===== config.mk =====
export PLATFORM = sky130hd
export DESIGN_NAME = fly_camera_pose_integrator
export DESIGN_NICKNAME = d
export VERILOG_FILES = /design/src/rtl/fcp_pkg.sv /design/src/rtl/fly_camera_pose_integrator.sv /design/src/rtl/fcp_cordic.sv
export SDC_FILE = /design/constraint.sdc
export NUM_CORES = 2
export LEC_CHECK = 0
export ABC_CLOCK_PERIOD_IN_PS = 11000
export BUFFER_PORTS_ARGS = -buffer_cell sky130_fd_sc_hd__buf_2
export CAP_MARGIN = 30
export CORE_UTILIZATION = 45
export CTS_CLUSTER_DIAMETER = 150
export DETAILED_ROUTE_END_ITERATION = 8
export HOLD_SLACK_MARGIN = 0.08
export MAX_ROUTING_LAYER = met4
export SYNTH_ARGS = -nofsm -noshare
export SYNTH_HDL_FRONTEND = slang
export SYNTH_SLANG_ARGS = --single-unit

===== constraint.sdc =====
create_clock -name clk -period 11 [get_ports clk]
set_clock_uncertainty 0.1 [all_clocks]
set_input_delay 1.65 -clock clk [delete_from_list [all_inputs] [get_ports clk]]
set_output_delay 1.65 -clock clk [all_outputs]
set_load 0.02 [all_outputs]

===== src/rtl/fcp_pkg.sv =====
// shared types, codes and constants of the fly camera pose integrator
package fcp_pkg;

    // request kinds carried in tuser
    localparam logic [2:0] REQ_ROTATE   = 3'd0;
    localparam logic [2:0] REQ_FORWARD  = 3'd1;
    localparam logic [2:0] REQ_BACKWARD = 3'd2;
    localparam logic [2:0] REQ_LEFT     = 3'd3;
    localparam logic [2:0] REQ_RIGHT    = 3'd4;
    localparam logic [2:0] REQ_UP       = 3'd5;
    localparam logic [2:0] REQ_DOWN     = 3'd6;

    // configuration register indexes
    localparam logic [1:0] CFG_MOVE_SPEED  = 2'd0;
    localparam logic [1:0] CFG_SPRINT_GAIN = 2'd1;
    localparam logic [1:0] CFG_LOOK_SENS   = 2'd2;

    // register reset values
    localparam logic [15:0] MOVE_SPEED_RST  = 16'd1280;
    localparam logic [7:0]  SPRINT_GAIN_RST = 8'd32;
    localparam logic [15:0] LOOK_SENS_RST   = 16'd5340;

    // pitch limit of 89 degrees in Q16.8 angle units
    localparam logic signed [34:0] PITCH_LIMIT = 35'sd4147712;

    // cordic start vector, gain compensated, Q2.30
    localparam logic signed [33:0] CORDIC_GAIN = 34'sd652032874;

    // one unit step along y for up and down moves
    localparam logic signed [18:0] UNIT_Y = 19'sd65536;

    // cordic controls between sequencer and rotation unit
    typedef struct packed {
        logic        start;
        logic [31:0] angle;
    } cordic_req_t;

    typedef struct packed {
        logic               done;
        logic signed [17:0] cos_v;
        logic signed [17:0] sin_v;
    } cordic_rsp_t;

    // arctangent of 2^-i, 2^32 per turn
    function automatic logic [29:0] atan_turn32(input logic [4:0] idx);
        logic [29:0] v;
        case (idx)
            5'd0:    v = 30'd536870912;
            5'd1:    v = 30'd316933406;
            5'd2:    v = 30'd167458907;
            5'd3:    v = 30'd85004756;
            5'd4:    v = 30'd42667331;
            5'd5:    v = 30'd21354465;
            5'd6:    v = 30'd10679838;
            5'd7:    v = 30'd5340245;
            5'd8:    v = 30'd2670163;
            5'd9:    v = 30'd1335087;
            5'd10:   v = 30'd667544;
            5'd11:   v = 30'd333772;
            5'd12:   v = 30'd166886;
            5'd13:   v = 30'd83443;
            5'd14:   v = 30'd41722;
            5'd15:   v = 30'd20861;
            5'd16:   v = 30'd10430;
            5'd17:   v = 30'd5215;
            5'd18:   v = 30'd2608;
            5'd19:   v = 30'd1304;
            5'd20:   v = 30'd652;
            5'd21:   v = 30'd326;
            5'd22:   v = 30'd163;
            5'd23:   v = 30'd81;
            default: v = 30'd0;
        endcase
        return v;
    endfunction

endpackage


===== src/rtl/fly_camera_pose_integrator.sv =====
// top level: request sequencer, shared multiplier and pose registers
//
// Camera pose integrator. Requests arrive on the s_ stream (tuser holds the
// request kind, tdata the mouse deltas, frame time and sprint flag); every
// accepted request returns exactly one pose on the m_ stream.
// Registers are written through cfg_we / cfg_index / cfg_wdata; the user
// must write them only while idle, the block itself does not enforce it.
// One request is worked at a time; s_tready is high only when the sequencer
// is idle. A rotate request uses the multiplier only, an unused kind goes
// straight to the output, up / down need no cordic pass, left / right take
// one cordic pass for the yaw and forward / backward a second one for the
// pitch. The shared cordic unit does one micro-rotation per cycle, and the
// single registered multiplier one product per cycle.
// The finished pose sits in an output register, so a new request can be
// taken while the receiver stalls; the sequencer only waits at its last
// step if the previous pose has not been taken yet.
// Reset clears the pose to zero and loads the register defaults.
module fly_camera_pose_integrator #(
    parameter int CORDIC_STEPS = 16,
    parameter int POS_WIDTH    = 32
) (
    input  logic         clk,
    input  logic         rst_n,
    // request stream
    input  logic         s_tvalid,
    output logic         s_tready,
    input  logic [55:0]  s_tdata,  // mouse_dx, mouse_dy, frame_dt, sprint, zero fill
    input  logic [2:0]   s_tuser,  // req_type
    // pose stream
    output logic         m_tvalid,
    input  logic         m_tready,
    output logic [127:0] m_tdata,  // pos_x, pos_y, pos_z, view_yaw, view_pitch, moved
    // configuration writes
    input  logic         cfg_we,
    input  logic [1:0]   cfg_index,
    input  logic [15:0]  cfg_wdata
);

    localparam int SW = ((POS_WIDTH > 33) ? POS_WIDTH : 33) + 1;
    localparam logic signed [SW-1:0] POS_HI =
        signed'({{(SW - POS_WIDTH + 1){1'b0}}, {(POS_WIDTH - 1){1'b1}}});
    localparam logic signed [SW-1:0] POS_LO = ~POS_HI;

    typedef enum logic [18:0] {
        ST_IDLE    = 19'b0000000000000000001,
        ST_ROT_X   = 19'b0000000000000000010,
        ST_ROT_Y   = 19'b0000000000000000100,
        ST_ROT_P   = 19'b0000000000000001000,
        ST_STEP    = 19'b0000000000000010000,
        ST_SPR     = 19'b0000000000000100000,
        ST_SGN     = 19'b0000000000001000000,
        ST_CY_GO   = 19'b0000000000010000000,
        ST_CY_WAIT = 19'b0000000000100000000,
        ST_CP_GO   = 19'b0000000001000000000,
        ST_CP_WAIT = 19'b0000000010000000000,
        ST_DIR_X   = 19'b0000000100000000000,
        ST_DIR_Z   = 19'b0000001000000000000,
        ST_DIR_W   = 19'b0000010000000000000,
        ST_POS_X   = 19'b0000100000000000000,
        ST_POS_Y   = 19'b0001000000000000000,
        ST_POS_Z   = 19'b0010000000000000000,
        ST_POS_W   = 19'b0100000000000000000,
        ST_DONE    = 19'b1000000000000000000
    } state_t;

    state_t state_reg, state_next;

    // configuration
    logic [15:0] speed_reg;
    logic [7:0]  gain_reg;
    logic [15:0] sens_reg;

    // pose
    logic [23:0]                  yaw_reg;
    logic signed [23:0]           pitch_reg;
    logic signed [POS_WIDTH-1:0]  px_reg, py_reg, pz_reg;

    // latched request
    logic [2:0]          kind_reg;
    logic signed [15:0]  dx_reg, dy_reg;
    logic [15:0]         dt_reg;
    logic                sprint_reg;
    logic                moved_reg;

    // working registers
    logic [31:0]         step_lo_reg;
    logic signed [37:0]  step_reg;
    logic signed [17:0]  cy_reg, sy_reg, cp_reg, spt_reg;
    logic signed [18:0]  dirx_reg, diry_reg, dirz_reg;

    // shared multiplier
    logic signed [37:0]  mul_a;
    logic signed [18:0]  mul_b;
    logic signed [56:0]  prod_reg;

    // output stage
    logic                out_valid_reg;
    logic [127:0]        out_data_reg;

    fcp_pkg::cordic_req_t cq;
    fcp_pkg::cordic_rsp_t cr;

    logic                 in_acc;
    logic                 out_load;
    logic signed [34:0]   pitch_sum;
    logic [35:0]          su;
    logic signed [37:0]   su_s;
    logic                 neg_step;
    logic signed [SW-1:0] pos_wide_x, pos_wide_y, pos_wide_z;

    fcp_cordic #(
        .CORDIC_STEPS(CORDIC_STEPS)
    ) u_cordic (
        .clk  (clk),
        .rst_n(rst_n),
        .req  (cq),
        .rsp  (cr)
    );

    function automatic logic signed [POS_WIDTH-1:0] sat_add(
        input logic signed [POS_WIDTH-1:0] p,
        input logic signed [56:0]          prod
    );
        logic signed [SW-1:0] r;
        r = SW'(p) + SW'(signed'(prod[56:24]));
        if (r > POS_HI)
            r = POS_HI;
        else if (r < POS_LO)
            r = POS_LO;
        return r[POS_WIDTH-1:0];
    endfunction

    assign s_tready = (state_reg == ST_IDLE);
    assign in_acc   = s_tvalid && s_tready;
    assign out_load = (state_reg == ST_DONE) && (!out_valid_reg || m_tready);

    // cordic start and angle
    always_comb
    begin
        cq.start = (state_reg == ST_CY_GO) || (state_reg == ST_CP_GO);
        cq.angle = (state_reg == ST_CP_GO) ? {pitch_reg, 8'h00} : {yaw_reg, 8'h00};
    end

    // multiplier operand select
    always_comb
    begin
        mul_a = '0;
        mul_b = '0;
        case (state_reg)
            ST_ROT_X:
            begin
                mul_a = 38'(dx_reg);
                mul_b = signed'({3'b000, sens_reg});
            end
            ST_ROT_Y:
            begin
                mul_a = 38'(dy_reg);
                mul_b = signed'({3'b000, sens_reg});
            end
            ST_STEP:
            begin
                mul_a = signed'({22'd0, speed_reg});
                mul_b = signed'({3'b000, dt_reg});
            end
            ST_SPR:
            begin
                mul_a = signed'({6'd0, prod_reg[31:0]});
                mul_b = signed'({11'd0, gain_reg});
            end
            ST_DIR_X:
            begin
                mul_a = 38'(sy_reg);
                mul_b = 19'(cp_reg);
            end
            ST_DIR_Z:
            begin
                mul_a = 38'(cy_reg);
                mul_b = 19'(cp_reg);
            end
            ST_POS_X:
            begin
                mul_a = step_reg;
                mul_b = dirx_reg;
            end
            ST_POS_Y:
            begin
                mul_a = step_reg;
                mul_b = diry_reg;
            end
            ST_POS_Z:
            begin
                mul_a = step_reg;
                mul_b = dirz_reg;
            end
            default:
            begin
                mul_a = '0;
                mul_b = '0;
            end
        endcase
    end

    always_ff @(posedge clk)
    begin
        prod_reg <= 57'(mul_a * mul_b);
    end

    // rotate and step arithmetic
    assign pitch_sum = 35'(pitch_reg) - 35'(signed'(prod_reg[32:0]));
    assign su        = sprint_reg ? prod_reg[39:4] : {4'h0, step_lo_reg};
    assign neg_step  = (kind_reg == fcp_pkg::REQ_BACKWARD) ||
                       (kind_reg == fcp_pkg::REQ_LEFT) ||
                       (kind_reg == fcp_pkg::REQ_DOWN);
    assign su_s      = signed'({2'b00, su});

    // sequencer
    always_comb
    begin
        state_next = state_reg;
        case (state_reg)
            ST_IDLE:
            begin
                if (in_acc)
                begin
                    if (s_tuser == fcp_pkg::REQ_ROTATE)
                        state_next = ST_ROT_X;
                    else if (s_tuser == 3'(fcp_pkg::REQ_DOWN + 3'd1))
                        state_next = ST_DONE;
                    else
                        state_next = ST_STEP;
                end
            end
            ST_ROT_X:   state_next = ST_ROT_Y;
            ST_ROT_Y:   state_next = ST_ROT_P;
            ST_ROT_P:   state_next = ST_DONE;
            ST_STEP:    state_next = ST_SPR;
            ST_SPR:     state_next = ST_SGN;
            ST_SGN:
            begin
                if (kind_reg == fcp_pkg::REQ_UP || kind_reg == fcp_pkg::REQ_DOWN)
                    state_next = ST_POS_X;
                else
                    state_next = ST_CY_GO;
            end
            ST_CY_GO:   state_next = ST_CY_WAIT;
            ST_CY_WAIT:
            begin
                if (cr.done)
                begin
                    if (kind_reg == fcp_pkg::REQ_LEFT || kind_reg == fcp_pkg::REQ_RIGHT)
                        state_next = ST_POS_X;
                    else
                        state_next = ST_CP_GO;
                end
            end
            ST_CP_GO:   state_next = ST_CP_WAIT;
            ST_CP_WAIT:
            begin
                if (cr.done)
                    state_next = ST_DIR_X;
            end
            ST_DIR_X:   state_next = ST_DIR_Z;
            ST_DIR_Z:   state_next = ST_DIR_W;
            ST_DIR_W:   state_next = ST_POS_X;
            ST_POS_X:   state_next = ST_POS_Y;
            ST_POS_Y:   state_next = ST_POS_Z;
            ST_POS_Z:   state_next = ST_POS_W;
            ST_POS_W:   state_next = ST_DONE;
            ST_DONE:
            begin
                if (out_load)
                    state_next = ST_IDLE;
            end
            default:    state_next = ST_IDLE;
        endcase
    end

    // control state, configuration and pose
    always_ff @(posedge clk or negedge rst_n)
    begin
        if (!rst_n)
        begin
            state_reg     <= ST_IDLE;
            out_valid_reg <= 1'b0;
            speed_reg     <= fcp_pkg::MOVE_SPEED_RST;
            gain_reg      <= fcp_pkg::SPRINT_GAIN_RST;
            sens_reg      <= fcp_pkg::LOOK_SENS_RST;
            yaw_reg       <= '0;
            pitch_reg     <= '0;
            px_reg        <= '0;
            py_reg        <= '0;
            pz_reg        <= '0;
        end
        else
        begin
            state_reg <= state_next;
            if (out_load)
                out_valid_reg <= 1'b1;
            else if (m_tready)
                out_valid_reg <= 1'b0;
            if (cfg_we)
            begin
                case (cfg_index)
                    fcp_pkg::CFG_MOVE_SPEED:  speed_reg <= cfg_wdata;
                    fcp_pkg::CFG_SPRINT_GAIN: gain_reg  <= cfg_wdata[7:0];
                    fcp_pkg::CFG_LOOK_SENS:   sens_reg  <= cfg_wdata;
                    default:                  ;
                endcase
            end
            case (state_reg)
                ST_ROT_Y: yaw_reg <= yaw_reg + prod_reg[23:0];
                ST_ROT_P:
                begin
                    if (pitch_sum > fcp_pkg::PITCH_LIMIT)
                        pitch_reg <= fcp_pkg::PITCH_LIMIT[23:0];
                    else if (pitch_sum < -fcp_pkg::PITCH_LIMIT)
                        pitch_reg <= 24'(-fcp_pkg::PITCH_LIMIT);
                    else
                        pitch_reg <= pitch_sum[23:0];
                end
                ST_POS_Y: px_reg <= sat_add(px_reg, prod_reg);
                ST_POS_Z: py_reg <= sat_add(py_reg, prod_reg);
                ST_POS_W: pz_reg <= sat_add(pz_reg, prod_reg);
                default:  ;
            endcase
        end
    end

    // payload registers
    always_ff @(posedge clk)
    begin
        if (in_acc)
        begin
            kind_reg   <= s_tuser;
            dx_reg     <= signed'(s_tdata[15:0]);
            dy_reg     <= signed'(s_tdata[31:16]);
            dt_reg     <= s_tdata[47:32];
            sprint_reg <= s_tdata[48];
            moved_reg  <= (s_tuser != fcp_pkg::REQ_ROTATE) &&
                          (s_tuser != 3'(fcp_pkg::REQ_DOWN + 3'd1));
        end
        case (state_reg)
            ST_SPR: step_lo_reg <= prod_reg[31:0];
            ST_SGN:
            begin
                step_reg <= neg_step ? -su_s : su_s;
                if (kind_reg == fcp_pkg::REQ_UP || kind_reg == fcp_pkg::REQ_DOWN)
                begin
                    dirx_reg <= '0;
                    diry_reg <= fcp_pkg::UNIT_Y;
                    dirz_reg <= '0;
                end
            end
            ST_CY_WAIT:
            begin
                if (cr.done)
                begin
                    cy_reg   <= cr.cos_v;
                    sy_reg   <= cr.sin_v;
                    dirx_reg <= 19'(cr.cos_v);
                    diry_reg <= '0;
                    dirz_reg <= 19'(cr.sin_v);
                end
            end
            ST_CP_WAIT:
            begin
                if (cr.done)
                begin
                    cp_reg  <= cr.cos_v;
                    spt_reg <= cr.sin_v;
                end
            end
            ST_DIR_Z: dirx_reg <= prod_reg[34:16];
            ST_DIR_W:
            begin
                dirz_reg <= -prod_reg[34:16];
                diry_reg <= 19'(spt_reg);
            end
            default: ;
        endcase
        if (out_load)
        begin
            out_data_reg <= {moved_reg, pitch_reg[22:8], yaw_reg[23:8],
                             pos_wide_z[31:0], pos_wide_y[31:0], pos_wide_x[31:0]};
        end
    end

    assign pos_wide_x = SW'(px_reg);
    assign pos_wide_y = SW'(py_reg);
    assign pos_wide_z = SW'(pz_reg);

    assign m_tvalid = out_valid_reg;
    assign m_tdata  = out_data_reg;

endmodule


===== src/rtl/fcp_cordic.sv =====
// iterative cordic rotation unit, one micro-rotation per cycle
module fcp_cordic #(
    parameter int CORDIC_STEPS = 16
) (
    input  logic                 clk,
    input  logic                 rst_n,
    input  fcp_pkg::cordic_req_t req,
    output fcp_pkg::cordic_rsp_t rsp
);

    localparam int CW = $clog2(CORDIC_STEPS);

    logic signed [33:0] x_reg, x_next;
    logic signed [33:0] y_reg, y_next;
    logic signed [32:0] z_reg, z_next;
    logic               flip_reg, flip_next;
    logic [CW-1:0]      cnt_reg, cnt_next;
    logic               busy_reg, busy_next;
    logic               done_reg, done_next;

    logic signed [32:0] a_s;
    logic signed [33:0] xs, ys, xf, yf;
    logic signed [32:0] atan_v;

    assign a_s    = 33'(signed'(req.angle));
    assign xs     = y_reg >>> cnt_reg;
    assign ys     = x_reg >>> cnt_reg;
    assign atan_v = signed'({3'b000, fcp_pkg::atan_turn32(5'(cnt_reg))});

    // quadrant fold on start, micro-rotations while busy
    always_comb
    begin
        x_next    = x_reg;
        y_next    = y_reg;
        z_next    = z_reg;
        flip_next = flip_reg;
        cnt_next  = cnt_reg;
        busy_next = busy_reg;
        done_next = 1'b0;
        if (req.start)
        begin
            x_next    = fcp_pkg::CORDIC_GAIN;
            y_next    = '0;
            cnt_next  = '0;
            busy_next = 1'b1;
            if (a_s > 33'sd1073741824)
            begin
                z_next    = a_s - 33'sd2147483648;
                flip_next = 1'b1;
            end
            else if (a_s < -33'sd1073741824)
            begin
                z_next    = a_s + 33'sd2147483648;
                flip_next = 1'b1;
            end
            else
            begin
                z_next    = a_s;
                flip_next = 1'b0;
            end
        end
        else if (busy_reg)
        begin
            if (z_reg >= 0)
            begin
                x_next = x_reg - xs;
                y_next = y_reg + ys;
                z_next = z_reg - atan_v;
            end
            else
            begin
                x_next = x_reg + xs;
                y_next = y_reg - ys;
                z_next = z_reg + atan_v;
            end
            cnt_next = cnt_reg + 1'b1;
            if (cnt_reg == CW'(CORDIC_STEPS - 1))
            begin
                busy_next = 1'b0;
                done_next = 1'b1;
            end
        end
    end

    always_ff @(posedge clk or negedge rst_n)
    begin
        if (!rst_n)
        begin
            busy_reg <= 1'b0;
            done_reg <= 1'b0;
            cnt_reg  <= '0;
        end
        else
        begin
            busy_reg <= busy_next;
            done_reg <= done_next;
            cnt_reg  <= cnt_next;
        end
    end

    always_ff @(posedge clk)
    begin
        x_reg    <= x_next;
        y_reg    <= y_next;
        z_reg    <= z_next;
        flip_reg <= flip_next;
    end

    // undo fold, floor to Q16
    assign xf = flip_reg ? -x_reg : x_reg;
    assign yf = flip_reg ? -y_reg : y_reg;

    assign rsp.done  = done_reg;
    assign rsp.cos_v = xf[31:14];
    assign rsp.sin_v = yf[31:14];

endmodule


==> metrics <==
Crit path buffers/inverters=5; CP startpoint=state_reg[16]; root buffer cell=clkbuf_16; starting density of the core=45.42%; clk buf depth=3; drt first pass iters=9; vias in the first global route=58289; largest net degree at the start of global routing=91; met3 Usage GRT=3.597%; final hold vios=0; Die Ht=402.1 um; CP Launch Type=flip-flop; H-Tree Depth=3; Crit-path slowest cell=or4_1; WP depth=34; Crit path max-delay family=adder cells; WP data arrival=11000 ps; layout cells sized above 1=9.623%; initial antenna violation count=19; Tmin final=10510 ps; Final ANT Viol Nets=0; setup_tns=0 ps; number of synthesized register bits=748; hold path depth=0; outcome=finished, final reports clean; first-pass GRT wire length=359800 um; DIE WIDTH=402.1 um; CTS tree=yes; die area=161700 um^2; CTS Sinks=748; Yosys warning count=0; max-slew violations=0; hold slack=382.2 ps; Leak=35.72 nW; DRC viols=0; CORE AREA=158600 um^2; Post-synth EDFFs=413; final setup fails=0; Max Cap Viol=0; Cell Pwr Density=275.7 nW/um^2; Seq/Total Area, Yosys=28.01%; Slew @ Worst Pin=1155 ps; CP max FO=26; ys async rst share=28.07%; GPL Wtd Cong=0.9884; r2r worst-path depth=34; FF-to-FF Start=state_reg[16]; slew margin rel.=22.98%; post-route cell area=78600 um^2; area of placed instances=75500 um^2; Cells after Synth=7578; synth unique cells=108; hold wc startpoint=py_reg[10]; Netlist Area Pre-Place=72030 um^2; CP Data Required Time=11490 ps; gr busiest metal=met2; RSZ-0062 raised after global routing=false; TritonCTS Buffers=89; fill cell count=14880; WL/cell=24.24 um; met1 GRT Util=37.75%; Max Clock Freq=95.17 MHz; Max IR drop VDD=0.3003 mV; CP endpoint kind=flip-flop; Worst-Skew Late Latency=710 ps; Buffers on Ports=204; Largest register FFs=128; kind of critical path=reg2reg; dpl hpwl=186300 um; Avg Cell Area, Syn=9.505 um^2; ys flop type=edfxtp_1; row count=146; syn_nets=8774; drt total wl=238300 um; total gr overflow=0; critical path's most frequent cell=fa_1; clk slew on worst S/H paths=60 ps; worst min path class=reg2reg; Tot Pwr=21.67 mW; initial drt markers=5490; part of the cycle the worst path needs=95.53%; nets=8872; GR Util All Layers=30.15%; IO Count=212; DR vias=58148; Layout area overhead=9.122%; Vias/cell=5.914; max incr delay on CP=590 ps; GR Util met2=48.92%
through the flow:
stage	util (%)	cells	worst slack, ps
after CTS	49.52	9822	167.9
after floorplan	-	7578	1533
after global routing	49.57	9831	16.18
after global placement	47.57	9650	297.5
after detailed placement	47.62	9655	224.6
final	49.57	9832	492.0
routing by layer:
| layer | share of wire (%) | vias up |
|---|---|---|
| met2 | 47 | 2264 |
| met4 | 5.6 | 0 |
| met3 | 6.7 | 527 |
| li1 | - | 26290 |
| met1 | 40 | 29067 |
| met5 | 0 | - |
Yosys cell counts, drive strengths merged (69+ instances only):
| cell | count | area share (%) |
|---|---|---|
| a31oi | 72 | 0.63 |
| nand3 | 113 | 0.79 |
| nor3 | 93 | 0.65 |
| inv | 819 | 4.3 |
| mux2i | 112 | 1.6 |
| o21ai | 357 | 2.5 |
| a21oi | 384 | 2.7 |
| mux2 | 69 | 1.1 |
| nand2b | 88 | 0.76 |
| edfxtp | 413 | 17 |
| and3 | 77 | 0.67 |
| ha | 414 | 7.2 |
| clkbuf | 270 | 1.5 |
| a21o | 178 | 1.9 |
| xnor2 | 287 | 3.5 |
| nand2 | 967 | 5.0 |
| nor2 | 595 | 3.1 |
| dfxtp | 125 | 3.5 |
| dfrtp | 199 | 6.9 |
| buf | 91 | 0.65 |
| fa | 700 | 19 |
| xor2 | 154 | 1.9 |
kinds of logic after synthesis:
family                     synth area share (%)
and+or+nand+nor                           14.33
xor gates and xnor gates                  5.363
muxes                                     4.673
adders and majority gates                 26.65
buffers and inverters                     6.589
DFF                                       28.01
AOI/OAI and AO/OA                         14.39
final timing paths:
kind / end / slack [ps]
hold / removal: m_tdata[42] / 380
setup / recovery: prod_reg[55] / 490
max in group asynchronous: py_reg[8] / 8680
hold reg to reg: m_tdata[42] / 380
min in group asynchronous: pz_reg[26] / 820
setup reg to reg: prod_reg[55] / 490
cell usage in the layout, fill, tap and decap left out, drive strengths merged, types with 125 or more instances in the layout:
cell type / synthesis / final
edfxtp: 413 / 413
o21ai: 357 / 357
a21o: 178 / 178
a21oi: 384 / 384
ha: 414 / 414
inv: 819 / 826
buf: 91 / 373
dfxtp: 125 / 125
dfrtp: 199 / 199
nand2: 967 / 967
nor2: 595 / 595
fa: 700 / 700
xnor2: 287 / 287
xor2: 154 / 154
where the power goes:
part,switching [mW],internal (mW)
registers,0.943,3.67
logic,8.45,5.56
clock network,1.33,1.71
final cells by class:
class                   instances  area (um^2)  share of cell area (%)
inverters                     822         3085                   3.926
multi-input cells            5642        47270                   60.14
diodes                          8        20.02                 0.02547
repair buffers                373         2424                   3.084
well taps                    2072         2592                   3.299
flip-flops and latches        748        20190                   25.69
clock inverters                57        643.1                  0.8183
clock buffers                 110         2376                   3.023
timing repair:
item                                    4_1_cts  5_1_grt
hold buffers                                  0        0
endpoints found under the setup margin        0        8
gates resized for setup                       0        7
setup buffers                                 0        0
endpoints found under the hold margin         0        0
Note: power is estimated with default switching activity, not from simulation.
